`src/rtl/modexp_pkg.sv`:
```
// Package for the modular exponentiation block: sequencer states, widths and
// the control struct passed from the sequencer to the datapath. No dependencies.
package modexp_pkg;

    localparam int BaseW = 32;
    localparam int OpW   = 31;
    localparam int ProdW = 62;

    typedef enum logic [2:0] {
        ST_IDLE,
        ST_RED_BASE,
        ST_MUL,
        ST_SQR,
        ST_DIV_WAIT,
        ST_DONE
    } state_t;

    // operand select and divider start, from sequencer to datapath
    typedef struct packed {
        logic       start;
        logic [1:0] sel;   // operand pair for the reduction
    } div_ctrl_t;

    localparam logic [1:0] SEL_BASE = 2'd0;
    localparam logic [1:0] SEL_MUL  = 2'd1;
    localparam logic [1:0] SEL_SQR  = 2'd2;

endpackage

```
`src/rtl/modexp_div.sv`:
```
// Restoring bit-serial remainder unit: unsigned 62-bit dividend by 31-bit
// divisor, one dividend bit per cycle. Uses modexp_pkg.
module modexp_div (
    input  logic                        aclk,
    input  logic                        aresetn,
    input  logic                        start,
    input  logic [modexp_pkg::ProdW-1:0] dividend,
    input  logic [modexp_pkg::OpW-1:0]  divisor,
    output logic                        done,
    output logic [modexp_pkg::OpW-1:0]  remainder
);
    logic [modexp_pkg::ProdW-1:0] dvd_reg, dvd_next;
    logic [modexp_pkg::OpW:0]     rem_reg, rem_next;
    logic [5:0]                   cnt_reg, cnt_next;
    logic                         busy_reg, busy_next;
    logic [modexp_pkg::OpW+1:0]   trial;

    always_comb begin
        dvd_next  = dvd_reg;
        rem_next  = rem_reg;
        cnt_next  = cnt_reg;
        busy_next = busy_reg;
        trial     = {rem_reg, dvd_reg[modexp_pkg::ProdW-1]} - {2'b00, divisor};
        done      = 1'b0;
        if (start) begin
            dvd_next  = dividend;
            rem_next  = '0;
            cnt_next  = 6'(modexp_pkg::ProdW - 1);
            busy_next = 1'b1;
        end else if (busy_reg) begin
            dvd_next = {dvd_reg[modexp_pkg::ProdW-2:0], 1'b0};
            if (!trial[modexp_pkg::OpW+1])
                rem_next = trial[modexp_pkg::OpW:0];
            else
                rem_next = {rem_reg[modexp_pkg::OpW-1:0], dvd_reg[modexp_pkg::ProdW-1]};
            if (cnt_reg == '0) begin
                busy_next = 1'b0;
                done      = 1'b1;
            end else
                cnt_next = cnt_reg - 6'd1;
        end
    end

    assign remainder = rem_next[modexp_pkg::OpW-1:0];

    always_ff @(posedge aclk) begin
        if (!aresetn) begin
            busy_reg <= 1'b0;
        end else begin
            busy_reg <= busy_next;
        end
        dvd_reg <= dvd_next;
        rem_reg <= rem_next;
        cnt_reg <= cnt_next;
    end
endmodule

```
`src/rtl/modexp_seq.sv`:
```
// Sequencer for square and multiply: walks the exponent bits and starts the
// shared reduction unit. Uses modexp_pkg.
module modexp_seq (
    input  logic                       aclk,
    input  logic                       aresetn,
    input  logic                       in_go,
    input  logic [modexp_pkg::OpW-1:0] exponent,
    input  logic                       div_done,
    input  logic                       out_taken,
    output logic                       idle,
    output logic                       result_valid,
    output logic                       exp_zero,
    output logic                       mul_step,
    output modexp_pkg::div_ctrl_t      ctrl
);
    modexp_pkg::state_t state_reg, state_next;
    modexp_pkg::state_t ret_reg, ret_next;
    logic [modexp_pkg::OpW-1:0] exp_reg, exp_next;
    logic [1:0] sel_reg, sel_next;
    logic zero_reg, zero_next;  // word arrived with a zero exponent

    always_ff @(posedge aclk) begin
        if (!aresetn) begin
            state_reg <= modexp_pkg::ST_IDLE;
        end else begin
            state_reg <= state_next;
        end
        ret_reg  <= ret_next;
        exp_reg  <= exp_next;
        sel_reg  <= sel_next;
        zero_reg <= zero_next;
    end

    always_comb begin
        state_next   = state_reg;
        ret_next     = ret_reg;
        exp_next     = exp_reg;
        sel_next     = sel_reg;
        zero_next    = zero_reg;
        ctrl.start   = 1'b0;
        ctrl.sel     = sel_reg;
        idle         = 1'b0;
        result_valid = 1'b0;
        mul_step     = 1'b0;
        exp_zero     = zero_reg;
        case (state_reg)
            modexp_pkg::ST_IDLE: begin
                idle = 1'b1;
                if (in_go) begin
                    exp_next   = exponent;
                    zero_next  = (exponent == '0);
                    state_next = (exponent == '0) ? modexp_pkg::ST_DONE
                                                  : modexp_pkg::ST_RED_BASE;
                end
            end
            modexp_pkg::ST_RED_BASE: begin
                ctrl.start = 1'b1;
                ctrl.sel   = modexp_pkg::SEL_BASE;
                sel_next   = modexp_pkg::SEL_BASE;
                ret_next   = modexp_pkg::ST_MUL;
                state_next = modexp_pkg::ST_DIV_WAIT;
            end
            modexp_pkg::ST_MUL: begin
                if (exp_reg == '0) begin
                    state_next = modexp_pkg::ST_DONE;
                end else if (exp_reg[0]) begin
                    ctrl.start = 1'b1;
                    ctrl.sel   = modexp_pkg::SEL_MUL;
                    sel_next   = modexp_pkg::SEL_MUL;
                    ret_next   = modexp_pkg::ST_SQR;
                    state_next = modexp_pkg::ST_DIV_WAIT;
                end else
                    state_next = modexp_pkg::ST_SQR;
            end
            modexp_pkg::ST_SQR: begin
                ctrl.start = 1'b1;
                ctrl.sel   = modexp_pkg::SEL_SQR;
                sel_next   = modexp_pkg::SEL_SQR;
                exp_next   = exp_reg >> 1;
                ret_next   = modexp_pkg::ST_MUL;
                state_next = modexp_pkg::ST_DIV_WAIT;
            end
            modexp_pkg::ST_DIV_WAIT: begin
                if (div_done) state_next = ret_reg;
            end
            modexp_pkg::ST_DONE: begin
                result_valid = 1'b1;
                if (out_taken) state_next = modexp_pkg::ST_IDLE;
            end
            default: state_next = modexp_pkg::ST_IDLE;
        endcase
        mul_step = (state_reg == modexp_pkg::ST_DIV_WAIT) && div_done
                   && (sel_reg == modexp_pkg::SEL_MUL);
    end
endmodule

```
`src/rtl/modular_exponentiation.sv`:
```
// Top level of the modular exponentiation block: operand registers, the
// shared multiplier and remainder unit. Uses modexp_pkg, modexp_seq, modexp_div.
//
//  channel | ports      | payload
//  input   | s_axis_*   | tdata[31:0] base_value, [62:32] exponent, [93:63] modulus
//  result  | m_axis_*   | tdata[31:0] residue
//
// The base is reduced first; then each exponent bit, lowest first, costs a
// multiply when set and a squaring, each reduced by the bit-serial remainder unit.
// A zero exponent skips reduction. Ready only while idle; the result holds
// in its register until taken. Reset is synchronous, active low.
module modular_exponentiation (
    input  logic        aclk,
    input  logic        aresetn,
    input  logic        s_axis_tvalid,
    output logic        s_axis_tready,
    input  logic [95:0] s_axis_tdata,  // base_value, exponent, modulus, 2 zero bits
    output logic        m_axis_tvalid,
    input  logic        m_axis_tready,
    output logic [31:0] m_axis_tdata   // residue
);
    logic in_go, div_done, idle, exp_zero, mul_step;
    modexp_pkg::div_ctrl_t ctrl;
    logic [modexp_pkg::OpW-1:0] mod_reg, sq_reg, acc_reg, rem;
    logic neg_reg;
    logic [modexp_pkg::BaseW-1:0] babs_reg;  // up to 2^31 for the most negative base
    logic [modexp_pkg::ProdW-1:0] prod_reg, prod_next;
    logic [modexp_pkg::OpW-1:0] a_op, b_op;

    assign in_go = s_axis_tvalid && s_axis_tready;
    assign s_axis_tready = idle;

    modexp_seq u_seq (
        .aclk(aclk), .aresetn(aresetn), .in_go(in_go),
        .exponent(s_axis_tdata[62:32]), .div_done(div_done),
        .out_taken(m_axis_tready), .idle(idle), .result_valid(m_axis_tvalid),
        .exp_zero(exp_zero), .mul_step(mul_step), .ctrl(ctrl)
    );

    // magnitudes only; the sign of every residue is the base sign, and only
    // odd powers keep it, handled when the result is formed
    always_comb begin
        case (ctrl.sel)
            modexp_pkg::SEL_MUL: begin a_op = acc_reg; b_op = sq_reg; end
            modexp_pkg::SEL_SQR: begin a_op = sq_reg;  b_op = sq_reg; end
            default:             begin a_op = '0;      b_op = '0;     end
        endcase
        prod_next = modexp_pkg::ProdW'(a_op) * modexp_pkg::ProdW'(b_op);
        if (ctrl.sel == modexp_pkg::SEL_BASE)
            prod_next = modexp_pkg::ProdW'(babs_reg);
    end

    // product registered together with the delayed start, so the remainder unit loads the registered product
    logic start_d;
    always_ff @(posedge aclk) begin
        prod_reg <= prod_next;
        if (!aresetn) start_d <= 1'b0;
        else          start_d <= ctrl.start;
    end

    modexp_div u_div (
        .aclk(aclk), .aresetn(aresetn), .start(start_d),
        .dividend(prod_reg), .divisor(mod_reg),
        .done(div_done), .remainder(rem)
    );

    logic odd_reg;  // parity of exponent: negative sign survives only when odd
    logic [modexp_pkg::BaseW-1:0] base_mag;
    assign base_mag = s_axis_tdata[31] ? -s_axis_tdata[31:0] : s_axis_tdata[31:0];

    always_ff @(posedge aclk) begin
        if (in_go) begin
            neg_reg  <= s_axis_tdata[31];
            babs_reg <= base_mag;
            mod_reg  <= s_axis_tdata[93:63];
            odd_reg  <= s_axis_tdata[32];
            acc_reg  <= 31'd1;
        end
        if (div_done) begin
            if (mul_step) acc_reg <= rem;
            else          sq_reg  <= rem;
        end
    end

    logic [31:0] res_mag;
    always_comb begin
        res_mag = {1'b0, acc_reg};
        // no reduction possible with a zero modulus, unless the exponent is zero
        if (mod_reg == '0 && !exp_zero) res_mag = '0;
    end

    // exponent-zero words skip reduction; acc stays at one
    assign m_axis_tdata = (neg_reg && odd_reg) ? -res_mag : res_mag;

`ifndef ASSERT_OFF
    a_busy_not_ready: assert property (@(posedge aclk) disable iff (!aresetn)
        m_axis_tvalid |-> !s_axis_tready) else $error("ready while result pending");
    a_div_start_idle: assert property (@(posedge aclk) disable iff (!aresetn)
        ctrl.start |-> !s_axis_tready) else $error("reduction started while idle");
    a_result_holds: assert property (@(posedge aclk) disable iff (!aresetn)
        m_axis_tvalid && !m_axis_tready |=> $stable(m_axis_tdata))
        else $error("result changed while stalled");
`endif
endmodule

```
`config.mk`:
```
export PLATFORM = sky130hd
export DESIGN_NAME = modular_exponentiation
export DESIGN_NICKNAME = d
export VERILOG_FILES = /design/src/rtl/modexp_pkg.sv /design/src/rtl/modexp_div.sv /design/src/rtl/modexp_seq.sv /design/src/rtl/modular_exponentiation.sv
export SDC_FILE = /design/constraint.sdc
export NUM_CORES = 2
export LEC_CHECK = 0
export ABC_CLOCK_PERIOD_IN_PS = 13200
export CORE_MARGIN = 5
export CORE_UTILIZATION = 33
export DETAILED_ROUTE_END_ITERATION = 12
export DONT_BUFFER_PORTS = 1
export SLEW_MARGIN = 20
export SYNTH_ARGS = -nofsm -noshare
export SYNTH_HDL_FRONTEND = slang
export SYNTH_SLANG_ARGS = --single-unit
```
`constraint.sdc`:
```
create_clock -name aclk -period 13.2 [get_ports aclk]
set_input_delay 1.32 -clock aclk [delete_from_list [all_inputs] [get_ports aclk]]
set_output_delay 1.32 -clock aclk [all_outputs]
set_load 0.02 [all_outputs]
```
==> qor.txt <==
Outcome - completed
R2R depth - 29
Cell row count - 136
Mux cell area share after synthesis - 0.0268
Max incr delay on CP - 820 ps
Overall Global Routing Usage - 0.200
Placed cells - 6552
Fin Setup TNS - 0 ps
Sw power - 3140 uW
Worst R2R End - prod_reg[57]$_SDFF_PP0_
Die Ht - 382 um
# setup viols final - 0
Core area - 138000 um2
Max_slew headroom - 0.227
First-pass DRT Iterations - 6
Mapped Cells - 4935
Top cell type's share of synthesized area - 0.367
Internal power - 3240 uW
Largest family of logic cells by synthesized area - adder cells
Hold wc startpoint - babs_reg[7]$_DFFE_PP_
CTS tree - built
Tmin final - 11520 ps
Metal2 WL - 69500 um
Max Slew Vio Count - 0
CP max-delay cell - nor2b_4
Actual slew at the worst max-slew pin - 1160 ps
Largest area contributor in the netlist - fa_1
CP Capture Type - flip-flop
Reg2reg setup slack - 1680 ps
Synth unique cells - 73
# resized after CTS - 0
H-tree levels - 2
Min Hold Slack - 443 ps
Max Used Layer - met4
Post-Synth XOR/XNOR Area - 0.0257
Post-Synth Simple-Gate Area - 0.144
Clk_skew - 45.5 ps
RSZ-0062 raised after global routing - no
CTS Buf Count - 39
Area growth, synth to finish - 7.31%
Clock tree buffer depth - 3
Clk Latency, worst-skew pair - 590 ps
Top-count cell post-synth - inv_1
Post-route antenna net violation count - 0
Vias in the first global route - 36400
Total length of routed met3 wires - 12500 um
# IOs - 134
Die ar. - 146000 um2
Grt total ovfl - 0
Postcts setup bufs - 0
Cell Count, Final, Fillers Out - 6626
Largest net degree at the start of global routing - 93
CTS Sinks - 329
Crit path max fanout - 44
Cell family with most CP delay - adder cells
RePlAce Congestion - 0.941
Worst path most repeated cell - fa_1
Final worst setup slack - 1680 ps
Die W - 382 um
Initial DRC count - 2893
Number of synthesized flops with an enable pin - 193
Fin crit share - 0.873
Buf/Inv on CP - 3
Mean routed wirelength per cell - 22.0 um
Netlist Area Pre-Place - 45800 um2
Comb pwr share - 0.607
Max cap viols - 0
Post-synthesis adder-cell area fraction - 0.447
Final Hold Fails - 0
Hold Path Sink - prod_reg[7]$_DFF_P_
Seq cells post-synth - 329
Worst-path clk slew - 60 ps
Average size of a mapped cell - 9.27 um2
Lkg Pwr - 0.0222 uW
Commonest cells in the synthesized netlist - inv_1 (839), fa_1 (838), nor2_1 (648)
Share of flip-flops with an asynchronous set or reset - 0
WL met1 - 55700 um
Hold buffers post-CTS - 0
Synth warn - 0
Syn Nets - 6166
First-pass GRT wire length - 224000 um
Register area share after synthesis - 0.186
Element type at the critical path start - flip-flop
DRT Wirelength - 146000 um
Root Driver - clkbuf_16
Post-route DRC - 0
Top FF cell, synth - edfxtp_1
Hold Path Class - flip-flop to flip-flop
Hold depth - 2
Share of cells above drive strength 1 - 0.0652
Pwr/cell area - 130 nW/um2
Setup WS pre-CTS - 1860 ps
HPWL after DPL - 116000 um
Worst flop-to-flop path startpoint - u_seq.state_reg[2]$_SDFFE_PN0P_
Vias after detailed routing - 34800
Starting Density - 0.332
Maximum clock frequency - 86.8 MHz
Vias/cell - 5.25
Crit Path Category - flip-flop to flip-flop
Clock Power Share - 0.165
Initial antenna violation count - 1
Post-synthesis compound-gate area fraction - 0.0772
Worst VDD drop - 121 uV
Dominant cells by area after synthesis - fa_1 (37%), edfxtp_1 (13%), ha_1 (8.0%), inv_1 (6.9%), dfxtp_1 (6.0%)
Req. time, crit path - 13650 ps
Port buffer count - 0
Worst Path Arrival - 11970 ps
# nets final - 6030
Switching Share - 0.492
Seq pwr share - 0.227
[placed cells by master, fill, tap and decap left out, drive strengths merged, types with 117 or more instances in the layout]
master,netlist,final
dfxtp,136,136
inv,839,842
fa,838,838
a21oi,124,124
nand2,606,606
o21ai,120,120
ha,293,293
edfxtp,193,193
buf,27,117
nor2,648,648
[power by group through the flow]
stage	Sequential (uW)	Combinational (uW)	Clock, uW
3_3_place_gp	1470	3790	0
2_1_floorplan	1420	2490	0
5_1_grt	1470	4230	1120
6_report	1450	3880	1060
4_1_cts	1450	3850	1080
3_5_place_dp	1470	3780	0
[worst max-delay path by stage]
stage                                    startpoint  slack, ps  depth (start not counted)                      end
global placement    u_seq.state_reg[2]$_SDFFE_PN0P_       1920                         31  prod_reg[55]$_SDFF_PP0_
floorplan           u_seq.state_reg[0]$_SDFFE_PN0P_       3290                         36  prod_reg[55]$_SDFF_PP0_
global route        u_seq.state_reg[2]$_SDFFE_PN0P_       1100                         29  prod_reg[57]$_SDFF_PP0_
detailed placement  u_seq.state_reg[2]$_SDFFE_PN0P_       1860                         31  prod_reg[55]$_SDFF_PP0_
finish              u_seq.state_reg[2]$_SDFFE_PN0P_       1680                         29  prod_reg[57]$_SDFF_PP0_
CTS                 u_seq.state_reg[2]$_SDFFE_PN0P_       1830                         29  prod_reg[55]$_SDFF_PP0_
[area by class of cell]
class,instances,area [um2]
Antenna cell,3,7.51
Clock buffer,55,1080
Clock inverter,16,179
Fill cell,13900,88600
Inverter,839,3150
Multi-Input combinational cell,3473,33000
Sequential cell,329,8520
Tap cell,1794,2240
Timing Repair Buffer,117,878
[per-layer routing]
metal | vias to the layer above | track usage
li1 | 15100 | -
met5 | - | 0
met2 | 1542 | 0.339
met3 | 412 | 0.0412
met4 | 0 | 0.0905
met1 | 17700 | 0.247
[logic make-up (layout without fill, tap and decap cells)]
family,Yosys count,count (layout)
simple gates,1564,1564
buf+inv,1133,1027
fa+ha+maj,1131,1131
compound gates,534,534
flops,329,329
xor+xnor,134,134
mux,110,110
other cells,0,3
[worst reg2reg max path: cells and delay by family (launching register included)]
family          cells  cell delay (ps)
compound gates     10             3330
mux                 1              350
flops               1              580
fa+ha+maj          10             4950
buf+inv             3              790
simple gates        5             1430
[metrics by stage]
| step | area [um2] | util | power (uW) |
|---|---|---|---|
| after floorplan | 45800 | - | 3910 |
| after global placement | 47800 | 0.348 | 5260 |
| after detailed placement | 47800 | 0.348 | 5250 |
| after CTS | 49100 | 0.357 | 6380 |
| after global routing | 49100 | 0.357 | 6820 |
| final | 49100 | 0.357 | 6380 |
Note: power is estimated with default switching activity, not from simulation.
